--- src/rtl/core/ring_fifo_with_id_search_unit_defines.svh ---
// Assertion macros for the ring FIFO with id search RTL.
// Used by rfs_ctrl, which checks its own control logic; no other dependencies.
`ifndef RING_FIFO_WITH_ID_SEARCH_UNIT_DEFINES_SVH
`define RING_FIFO_WITH_ID_SEARCH_UNIT_DEFINES_SVH

`ifndef SYNTHESIS

`define RFS_ASSERT(label, expr) \
    label: assert property (@(posedge clk) disable iff (!rst_n) (expr)) \
        else $error("rfs assertion failed");

`define RFS_ASSERT_NEXT(label, ante, cons) \
    label: assert property (@(posedge clk) disable iff (!rst_n) (ante) |=> (cons)) \
        else $error("rfs assertion failed");

`else

`define RFS_ASSERT(label, expr)

`define RFS_ASSERT_NEXT(label, ante, cons)

`endif

`endif

--- src/rtl/core/rfs_pkg.sv ---
// Package for the ring FIFO with id search: sizes, codes, word types, ring step.
// No dependencies; imported by the controller and the top level.
package rfs_pkg;

    localparam int DEPTH      = 64;
    localparam int DATA_WIDTH = 32;

    localparam int ID_W    = 16;
    localparam int FIELD_W = 32;
    localparam int COUNT_W = 7;
    localparam int KEEP_W  = (DATA_WIDTH < FIELD_W) ? DATA_WIDTH : FIELD_W;
    localparam int ENTRY_W = ID_W + KEEP_W;
    localparam int IDX_W   = (DEPTH > 1) ? $clog2(DEPTH) : 1;
    localparam int CNT_W   = $clog2(DEPTH + 1);

    typedef enum logic [1:0] {
        KIND_PUSH   = 2'd0,
        KIND_POP    = 2'd1,
        KIND_PEEK   = 2'd2,
        KIND_SEARCH = 2'd3
    } kind_t;

    typedef enum logic [1:0] {
        STATUS_OK    = 2'd0,
        STATUS_FULL  = 2'd1,
        STATUS_EMPTY = 2'd2
    } status_t;

    typedef enum logic [1:0] {
        S_IDLE,
        S_EXEC,
        S_READ,
        S_SCAN
    } state_t;

    typedef struct packed {
        kind_t               kind;
        logic [ID_W-1:0]     passenger_id;
        logic [FIELD_W-1:0]  entry_data;
    } cmd_t;

    typedef struct packed {
        status_t             status;
        logic [ID_W-1:0]     out_id;
        logic [FIELD_W-1:0]  out_data;
        logic                found;
        logic                is_empty;
        logic                is_full;
        logic [COUNT_W-1:0]  fill_count;
    } rsp_t;

    function automatic logic [IDX_W-1:0] ring_next(input logic [IDX_W-1:0] pos);
        return (pos == IDX_W'(DEPTH - 1)) ? '0 : pos + 1'b1;
    endfunction

endpackage

--- src/rtl/core/ring_fifo_with_id_search_unit.sv ---
// Top level of the ring FIFO with id search: sequencer, entry RAM, result register.
// Depends on rfs_pkg, rfs_ram and rfs_ctrl.
//
//  channel   handshake            payload
//  command   start, busy          cmd    (rfs_pkg::cmd_t)
//  result    done (1-cycle pulse) result (rfs_pkg::rsp_t)
//
// A command is taken when start is high and busy is low; busy then stays high until
// the command finishes. Push, and pop/peek/search on an empty queue: done is
// registered from the execute state. Pop and peek: one RAM read of the head entry.
// Search: k entries compared (up to fill count), one RAM read and one id compare
// per entry through the single read port. Reset empties the queue.
// The receiver cannot stall: done is high for one cycle only; result holds until the next result.
module ring_fifo_with_id_search_unit (
    input  logic          clk,
    input  logic          rst_n,
    input  logic          start,
    output logic          busy,
    input  rfs_pkg::cmd_t cmd,
    output logic          done,
    output rfs_pkg::rsp_t result
);
    import rfs_pkg::*;

    logic               ram_we;
    logic [IDX_W-1:0]   ram_waddr;
    logic [ENTRY_W-1:0] ram_wdata;
    logic               ram_re;
    logic [IDX_W-1:0]   ram_raddr;
    logic [ENTRY_W-1:0] ram_rdata;
    logic               emit;
    rsp_t               rsp;

    logic               done_reg;
    rsp_t               result_reg;

    rfs_ctrl u_ctrl (
        .clk       (clk),
        .rst_n     (rst_n),
        .start     (start),
        .cmd       (cmd),
        .busy      (busy),
        .ram_we    (ram_we),
        .ram_waddr (ram_waddr),
        .ram_wdata (ram_wdata),
        .ram_re    (ram_re),
        .ram_raddr (ram_raddr),
        .ram_rdata (ram_rdata),
        .emit      (emit),
        .rsp       (rsp)
    );

    rfs_ram #(
        .WIDTH (ENTRY_W),
        .DEPTH (DEPTH),
        .AW    (IDX_W)
    ) u_ram (
        .clk   (clk),
        .we    (ram_we),
        .waddr (ram_waddr),
        .wdata (ram_wdata),
        .re    (ram_re),
        .raddr (ram_raddr),
        .rdata (ram_rdata)
    );

    always_ff @(posedge clk or negedge rst_n)
    begin
        if (!rst_n)
        begin
            done_reg <= 1'b0;
        end
        else
        begin
            done_reg <= emit;
        end
    end

    always_ff @(posedge clk)
    begin
        if (emit)
        begin
            result_reg <= rsp;
        end
    end

    assign done   = done_reg;
    assign result = result_reg;

endmodule

--- src/rtl/core/rfs_ram.sv ---
// Generic single-write, single-read RAM with registered read data.
// No dependencies.
module rfs_ram #(
    parameter int WIDTH = 8,
    parameter int DEPTH = 16,
    parameter int AW    = (DEPTH > 1) ? $clog2(DEPTH) : 1
) (
    input  logic             clk,
    input  logic             we,
    input  logic [AW-1:0]    waddr,
    input  logic [WIDTH-1:0] wdata,
    input  logic             re,
    input  logic [AW-1:0]    raddr,
    output logic [WIDTH-1:0] rdata
);

    logic [WIDTH-1:0] mem [DEPTH];
    logic [WIDTH-1:0] rdata_reg;

    always_ff @(posedge clk)
    begin
        if (we)
        begin
            mem[waddr] <= wdata;
        end
        if (re)
        begin
            rdata_reg <= mem[raddr];
        end
    end

    assign rdata = rdata_reg;

endmodule

--- src/rtl/core/rfs_ctrl.sv ---
// Sequencer for the ring FIFO: pointers, fill count, RAM control, id compare unit.
// Depends on rfs_pkg and the assertion macros header.
`include "ring_fifo_with_id_search_unit_defines.svh"

module rfs_ctrl (
    input  logic                      clk,
    input  logic                      rst_n,
    input  logic                      start,
    input  rfs_pkg::cmd_t             cmd,
    output logic                      busy,
    output logic                      ram_we,
    output logic [rfs_pkg::IDX_W-1:0] ram_waddr,
    output logic [rfs_pkg::ENTRY_W-1:0] ram_wdata,
    output logic                      ram_re,
    output logic [rfs_pkg::IDX_W-1:0] ram_raddr,
    input  logic [rfs_pkg::ENTRY_W-1:0] ram_rdata,
    output logic                      emit,
    output rfs_pkg::rsp_t             rsp
);
    import rfs_pkg::*;

    state_t            state_reg, state_next;
    cmd_t              cmd_reg, cmd_next;
    logic [IDX_W-1:0]  head_reg, head_next;
    logic [IDX_W-1:0]  tail_reg, tail_next;
    logic [IDX_W-1:0]  pos_reg, pos_next;
    logic [CNT_W-1:0]  occ_reg, occ_next;
    logic [CNT_W-1:0]  left_reg, left_next;

    logic              is_empty_now;
    logic              is_full_now;
    logic              hit;
    logic [ID_W-1:0]   rd_id;
    logic [KEEP_W-1:0] rd_data;
    status_t           status;
    logic [ID_W-1:0]   out_id;
    logic [KEEP_W-1:0] out_data;
    logic              found;

    assign is_empty_now = (occ_reg == '0);
    assign is_full_now  = (occ_reg == CNT_W'(DEPTH));
    assign rd_id        = ram_rdata[KEEP_W +: ID_W];
    assign rd_data      = ram_rdata[KEEP_W-1:0];
    assign hit          = (rd_id == cmd_reg.passenger_id);
    assign busy         = (state_reg != S_IDLE);

    always_ff @(posedge clk or negedge rst_n)
    begin
        if (!rst_n)
        begin
            state_reg <= S_IDLE;
            head_reg  <= '0;
            tail_reg  <= '0;
            occ_reg   <= '0;
        end
        else
        begin
            state_reg <= state_next;
            head_reg  <= head_next;
            tail_reg  <= tail_next;
            occ_reg   <= occ_next;
        end
    end

    always_ff @(posedge clk)
    begin
        cmd_reg  <= cmd_next;
        pos_reg  <= pos_next;
        left_reg <= left_next;
    end

    always_comb
    begin
        state_next = state_reg;
        case (state_reg)
            S_IDLE:
            begin
                if (start)
                begin
                    state_next = S_EXEC;
                end
            end
            S_EXEC:
            begin
                case (cmd_reg.kind)
                    KIND_POP, KIND_PEEK: state_next = is_empty_now ? S_IDLE : S_READ;
                    KIND_SEARCH:         state_next = is_empty_now ? S_IDLE : S_SCAN;
                    default:             state_next = S_IDLE;
                endcase
            end
            S_READ:
            begin
                state_next = S_IDLE;
            end
            S_SCAN:
            begin
                if (hit || (left_reg == CNT_W'(1)))
                begin
                    state_next = S_IDLE;
                end
            end
            default:
            begin
                state_next = S_IDLE;
            end
        endcase
    end

    always_comb
    begin
        cmd_next  = cmd_reg;
        head_next = head_reg;
        tail_next = tail_reg;
        occ_next  = occ_reg;
        pos_next  = pos_reg;
        left_next = left_reg;
        ram_we    = 1'b0;
        ram_waddr = tail_reg;
        ram_wdata = {cmd_reg.passenger_id, cmd_reg.entry_data[KEEP_W-1:0]};
        ram_re    = 1'b0;
        ram_raddr = head_reg;
        emit      = 1'b0;
        status    = STATUS_OK;
        out_id    = '0;
        out_data  = '0;
        found     = 1'b0;
        case (state_reg)
            S_IDLE:
            begin
                if (start)
                begin
                    cmd_next = cmd;
                end
            end
            S_EXEC:
            begin
                case (cmd_reg.kind)
                    KIND_PUSH:
                    begin
                        emit = 1'b1;
                        if (is_full_now)
                        begin
                            status = STATUS_FULL;
                        end
                        else
                        begin
                            ram_we    = 1'b1;
                            tail_next = ring_next(tail_reg);
                            occ_next  = occ_reg + 1'b1;
                        end
                    end
                    KIND_POP, KIND_PEEK:
                    begin
                        if (is_empty_now)
                        begin
                            emit   = 1'b1;
                            status = STATUS_EMPTY;
                        end
                        else
                        begin
                            ram_re = 1'b1;
                        end
                    end
                    default:
                    begin
                        if (is_empty_now)
                        begin
                            emit = 1'b1;
                        end
                        else
                        begin
                            ram_re    = 1'b1;
                            pos_next  = ring_next(head_reg);
                            left_next = occ_reg;
                        end
                    end
                endcase
            end
            S_READ:
            begin
                emit     = 1'b1;
                out_id   = rd_id;
                out_data = rd_data;
                if (cmd_reg.kind == KIND_POP)
                begin
                    head_next = ring_next(head_reg);
                    occ_next  = occ_reg - 1'b1;
                end
            end
            S_SCAN:
            begin
                if (hit || (left_reg == CNT_W'(1)))
                begin
                    emit  = 1'b1;
                    found = hit;
                end
                else
                begin
                    ram_re    = 1'b1;
                    ram_raddr = pos_reg;
                    pos_next  = ring_next(pos_reg);
                    left_next = left_reg - 1'b1;
                end
            end
            default:
            begin
            end
        endcase
    end

    always_comb
    begin
        rsp.status     = status;
        rsp.out_id     = out_id;
        rsp.out_data   = FIELD_W'(out_data);
        rsp.found      = found;
        rsp.is_empty   = (occ_next == '0);
        rsp.is_full    = (occ_next == CNT_W'(DEPTH));
        rsp.fill_count = COUNT_W'(occ_next);
    end

    `RFS_ASSERT(a_occ_bound, occ_reg <= CNT_W'(DEPTH))
    `RFS_ASSERT(a_emit_busy, !emit || (state_reg != S_IDLE))
    `RFS_ASSERT(a_no_rw_idle, (state_reg != S_IDLE) || (!ram_we && !ram_re))
    `RFS_ASSERT_NEXT(a_accept_exec, start && !busy, state_reg == S_EXEC)
    `RFS_ASSERT_NEXT(a_idle_hold, state_reg == S_IDLE, $stable(occ_reg) && $stable(head_reg))

endmodule

--- config.mk ---
export PLATFORM = sky130hd
export DESIGN_NAME = ring_fifo_with_id_search_unit
export DESIGN_NICKNAME = d
export VERILOG_FILES = /design/src/rtl/core/rfs_pkg.sv /design/src/rtl/core/ring_fifo_with_id_search_unit.sv /design/src/rtl/core/rfs_ram.sv /design/src/rtl/core/rfs_ctrl.sv
export VERILOG_INCLUDE_DIRS = /design/src /design/src/rtl/core
export SDC_FILE = /design/constraint.sdc
export NUM_CORES = 2
export LEC_CHECK = 0
export ABC_AREA = 0
export BUFFER_PORTS_ARGS = -buffer_cell sky130_fd_sc_hd__buf_4
export CORE_ASPECT_RATIO = 0.75
export CORE_MARGIN = 2
export CORE_UTILIZATION = 55
export DETAILED_ROUTE_END_ITERATION = 8
export HOLD_SLACK_MARGIN = 0.02
export MAX_ROUTING_LAYER = met4
export PLACE_DENSITY_LB_ADDON = 0.12
export SLEW_MARGIN = 10
export SYNTH_ARGS = -nofsm -noshare
export SYNTH_HDL_FRONTEND = slang
export SYNTH_SLANG_ARGS = --single-unit
--- constraint.sdc ---
create_clock -name clk -period 15.21 [get_ports clk]
set_input_delay 0.7605 -clock clk [delete_from_list [all_inputs] [get_ports clk]]
set_output_delay 0.7605 -clock clk [all_outputs]
set_load 0.02 [all_outputs]
==> impl_metrics.yaml <==
min_path:
  hold_start: "cmd[43]"
  hp-class: "in -> reg"
power_and_ir_drop:
  p_sw_share_pct: 34.9
  seqPwrFrac_pct: 40.5
  vdd_drop_max_uv: 190
  pwr-share-comb_pct: 30.6
  p_sw_uw: 9270
  cellInternalPower_uw: 17300
  p_clk_share_pct: 28.9
  p_leak_uw: 0.0482
  powerDensity_nw_per_um2: 185
detailed_routing:
  vias_per_cell: 6.94
  wire_per_inst_um: 37.3
  antenna_left: 0
  wl_um: 444000
  dr.pass1.iters: 8
  drt_iter0_markers: 17165
  post-route-drc-count: 0
  dr_total_vias: 82594
global_route:
  grt_first_pass_wirelength_um: 605000
  grt_pass1_vias: 74698
  antenna_found_initial: 19
  grt_max_degree: 150
  grt_remaining_overflow: 0
  grt_usage_pct: 38.0
worst_setup_path:
  arrival_ps: 8600
  setup.worst_path.end_class: "register"
  cp.required_ps: 15850
  r2r-start: "u_ctrl.ram_wdata[37]"
  start_kind: "register"
  worstPathMaxFanout: 149
  path_buf_inv: 4
  path_class: "reg -> reg"
  slowest_stage: "nor4_2"
  crit_chain: "buf_4, xor2_1, nor4_2, nand4_2, and3_4, nor2_8, buf_4, buf_12, buf_12, mux4_2, a2111oi_0, nor3_1, o311a_1"
  cpPeakStageDelay_ps: 1050
  cp-startpoint: "u_ctrl.ram_wdata[37]"
  path_delay_family: "simple AND/OR/NAND/NOR gates"
sta:
  setup_violations: 0
  maxSlewHeadroom_pct: 6.14
  fin_crit_sh_pct: 52.4
  worstMarginPinSlew_ps: 1400
  slew_violations: 0
  fin_crit_ps: 7970
  finalHoldViolCount: 0
  rsz0062_at_grt: "false"
  fin_skew_ps: 41.1
  tns_ps: 0
  max_freq_mhz: 126
cells_and_area:
  drive_gt1_share_pct: 12.1
  final_common_cell: "edfxtp_1"
  nets: 8606
  fill_cells: 16826
  instances_no_fill: 11897
  final_cell_mix: "edfxtp_1, nand2_1, a21oi_1"
  largest_reg_flops: 3072
  syn_to_final_growth_pct: 11.7
cts:
  cts.sinks: 3265
  clockBufferDepth: 4
  clock_latency_ps: 900
  cts_tree: "built"
  cts_buffers: 314
  cts.htree.levels: 5
  clkTransAtPathRegs_ps: 60
  clock-root-buffer: "clkbuf_16"
outcome:
  status: "completed"
synth:
  avgSynthCellArea_um2: 15.3
  ys_seq_area_share_pct: 76.4
  synthesis.area_um2: 128000
  ys.flop_type: "edfxtp_1"
  yosys_warnings: 0
  synth_nets: 8442
  synthCells: 8375
  async_flop_share_pct: 0.674
  synth_edf_count: 3243
  post_synth_num_cell_types: 79
  synth_seq_cells: 3265
place:
  hpwlAfterDp_um: 226000
  dp_cells: 11292
  gp_congestion: 0.882
  io_buffers: 114
die:
  num_rows: 153
  die_x_um: 561
  dieArea_um2: 237000
  start_util_pct: 55.3
  dieHeight_um: 422
  io_pins: 115
  core_area_um2: 232000
job:
  max_cap_viol_count: 0
[repair_timing]
item / 4_1_cts / 5_1_grt
hold buffers: 30 / 0
resized for setup: 0 / 0
buffers inserted: 0 / 0
hold endpoints to repair: 51 / 0
[synthesized netlist by cell type, types with 6 or more instances]
library cell,instances,area [um2]
edfxtp_1,3243,97400
nand2_1,1584,5950
a21oi_1,437,2190
mux2i_1,395,3950
clkbuf_1,281,1050
and3_1,268,1680
nand3_1,226,1130
a211oi_1,193,1450
o22ai_1,151,945
buf_2,148,741
a31oi_1,135,845
nor2_1,134,503
o21ai_0,128,641
nor3_1,91,455
a311oi_1,83,727
buf_4,83,623
o221ai_1,82,718
nor4_1,71,444
mux2_2,65,732
mux4_2,65,1460
and2_1,58,363
a2111oi_0,56,490
buf_1,29,109
a221oi_1,28,245
a311o_1,26,260
xor2_1,24,210
dfrtp_1,22,551
buf_6,18,203
nand4_1,18,113
inv_1,17,63.8
o221a_2,15,169
o31ai_1,15,113
ha_1,14,175
a22oi_1,13,97.6
o311a_1,12,120
a32oi_1,11,96.3
o41ai_1,10,87.6
o211ai_1,9,67.6
o32ai_1,9,78.8
xnor2_1,8,70.1
a21boi_0,7,52.6
o211a_1,7,70.1
o21a_1,7,52.6
o311ai_0,6,52.6
[logic make-up (layout without fill, tap and decap cells)]
kind of cell | Yosys count | after routing | synth area share, %
compound gates | 1473 | 1473 | 7.69
xor+xnor | 32 | 32 | 0.219
fa+ha+maj | 14 | 14 | 0.137
buf+inv | 579 | 986 | 2.21
flops | 3265 | 3265 | 76.4
mux | 526 | 526 | 4.81
other cells | 0 | 15 | 0
simple gates | 2486 | 2486 | 8.54
[worst paths after layout]
kind,depth (start not counted),endpoint,slack (ps)
max in group asynchronous,2,done,14610
worst min-delay path,1,u_ctrl.ram_wdata[43],60
min in group asynchronous,2,u_ctrl.occ_reg[5],320
worst max-delay path,13,u_ram.rdata[9],7240
worst max register to register,13,u_ram.rdata[9],7240
worst min register to register,1,result[22],540
[metrics by stage]
step	hold WS [ps]	cell area [um2]	setup WS [ps]	utilization, %	power, uW
3_3_place_gp	515	133000	7820	57.4	18700
6_report	61.9	143000	7240	61.8	26500
3_5_place_dp	530	133000	7780	57.4	18800
4_1_cts	21.7	143000	7740	61.7	26300
2_1_floorplan	465	128000	9650	-	16200
5_1_grt	52.3	143000	7210	61.8	27300
[metal layers]
layer | global-route usage (%) | up-vias | routed length [um]
met5 | - | - | 0
met4 | 15.0 | 0 | 20400
met3 | 8.32 | 1118 | 64700
met2 | 53.1 | 6951 | 191000
met1 | 54.7 | 41727 | 168000
li1 | - | 32798 | -
[worst reg2reg max path, delay by kind of cell (launching register included)]
family | cells | cell delay, ps
AO/OA/AOI/OAI | 2 | 810
XOR/XNOR | 1 | 340
buffers and inverters | 4 | 2650
flip-flops | 1 | 320
multiplexers | 1 | 790
AND/OR/NAND/NOR | 5 | 2830
[cell type report]
cell class                 count  area, um2  area share [%]
timing repair buffer         410       3310            2.31
antenna                       15       37.5          0.0262
inverter                      17       63.8          0.0446
clock inverter               178       1500            1.05
tap                         3100       3880            2.71
multi-input combinational   4531      28200            19.7
clock buffer                 381       8320            5.81
sequential                  3265      97900            68.4
[power groups by stage]
stage / registers [uW] / clock network (uW) / logic (uW)
floorplan: 11100 / 0 / 5110
global placement: 10900 / 0 / 7760
detailed placement: 10900 / 0 / 7860
CTS: 10700 / 7680 / 7890
global route: 10700 / 8030 / 8520
finish: 10700 / 7670 / 8120
Power figures use the tool's default switching activity.
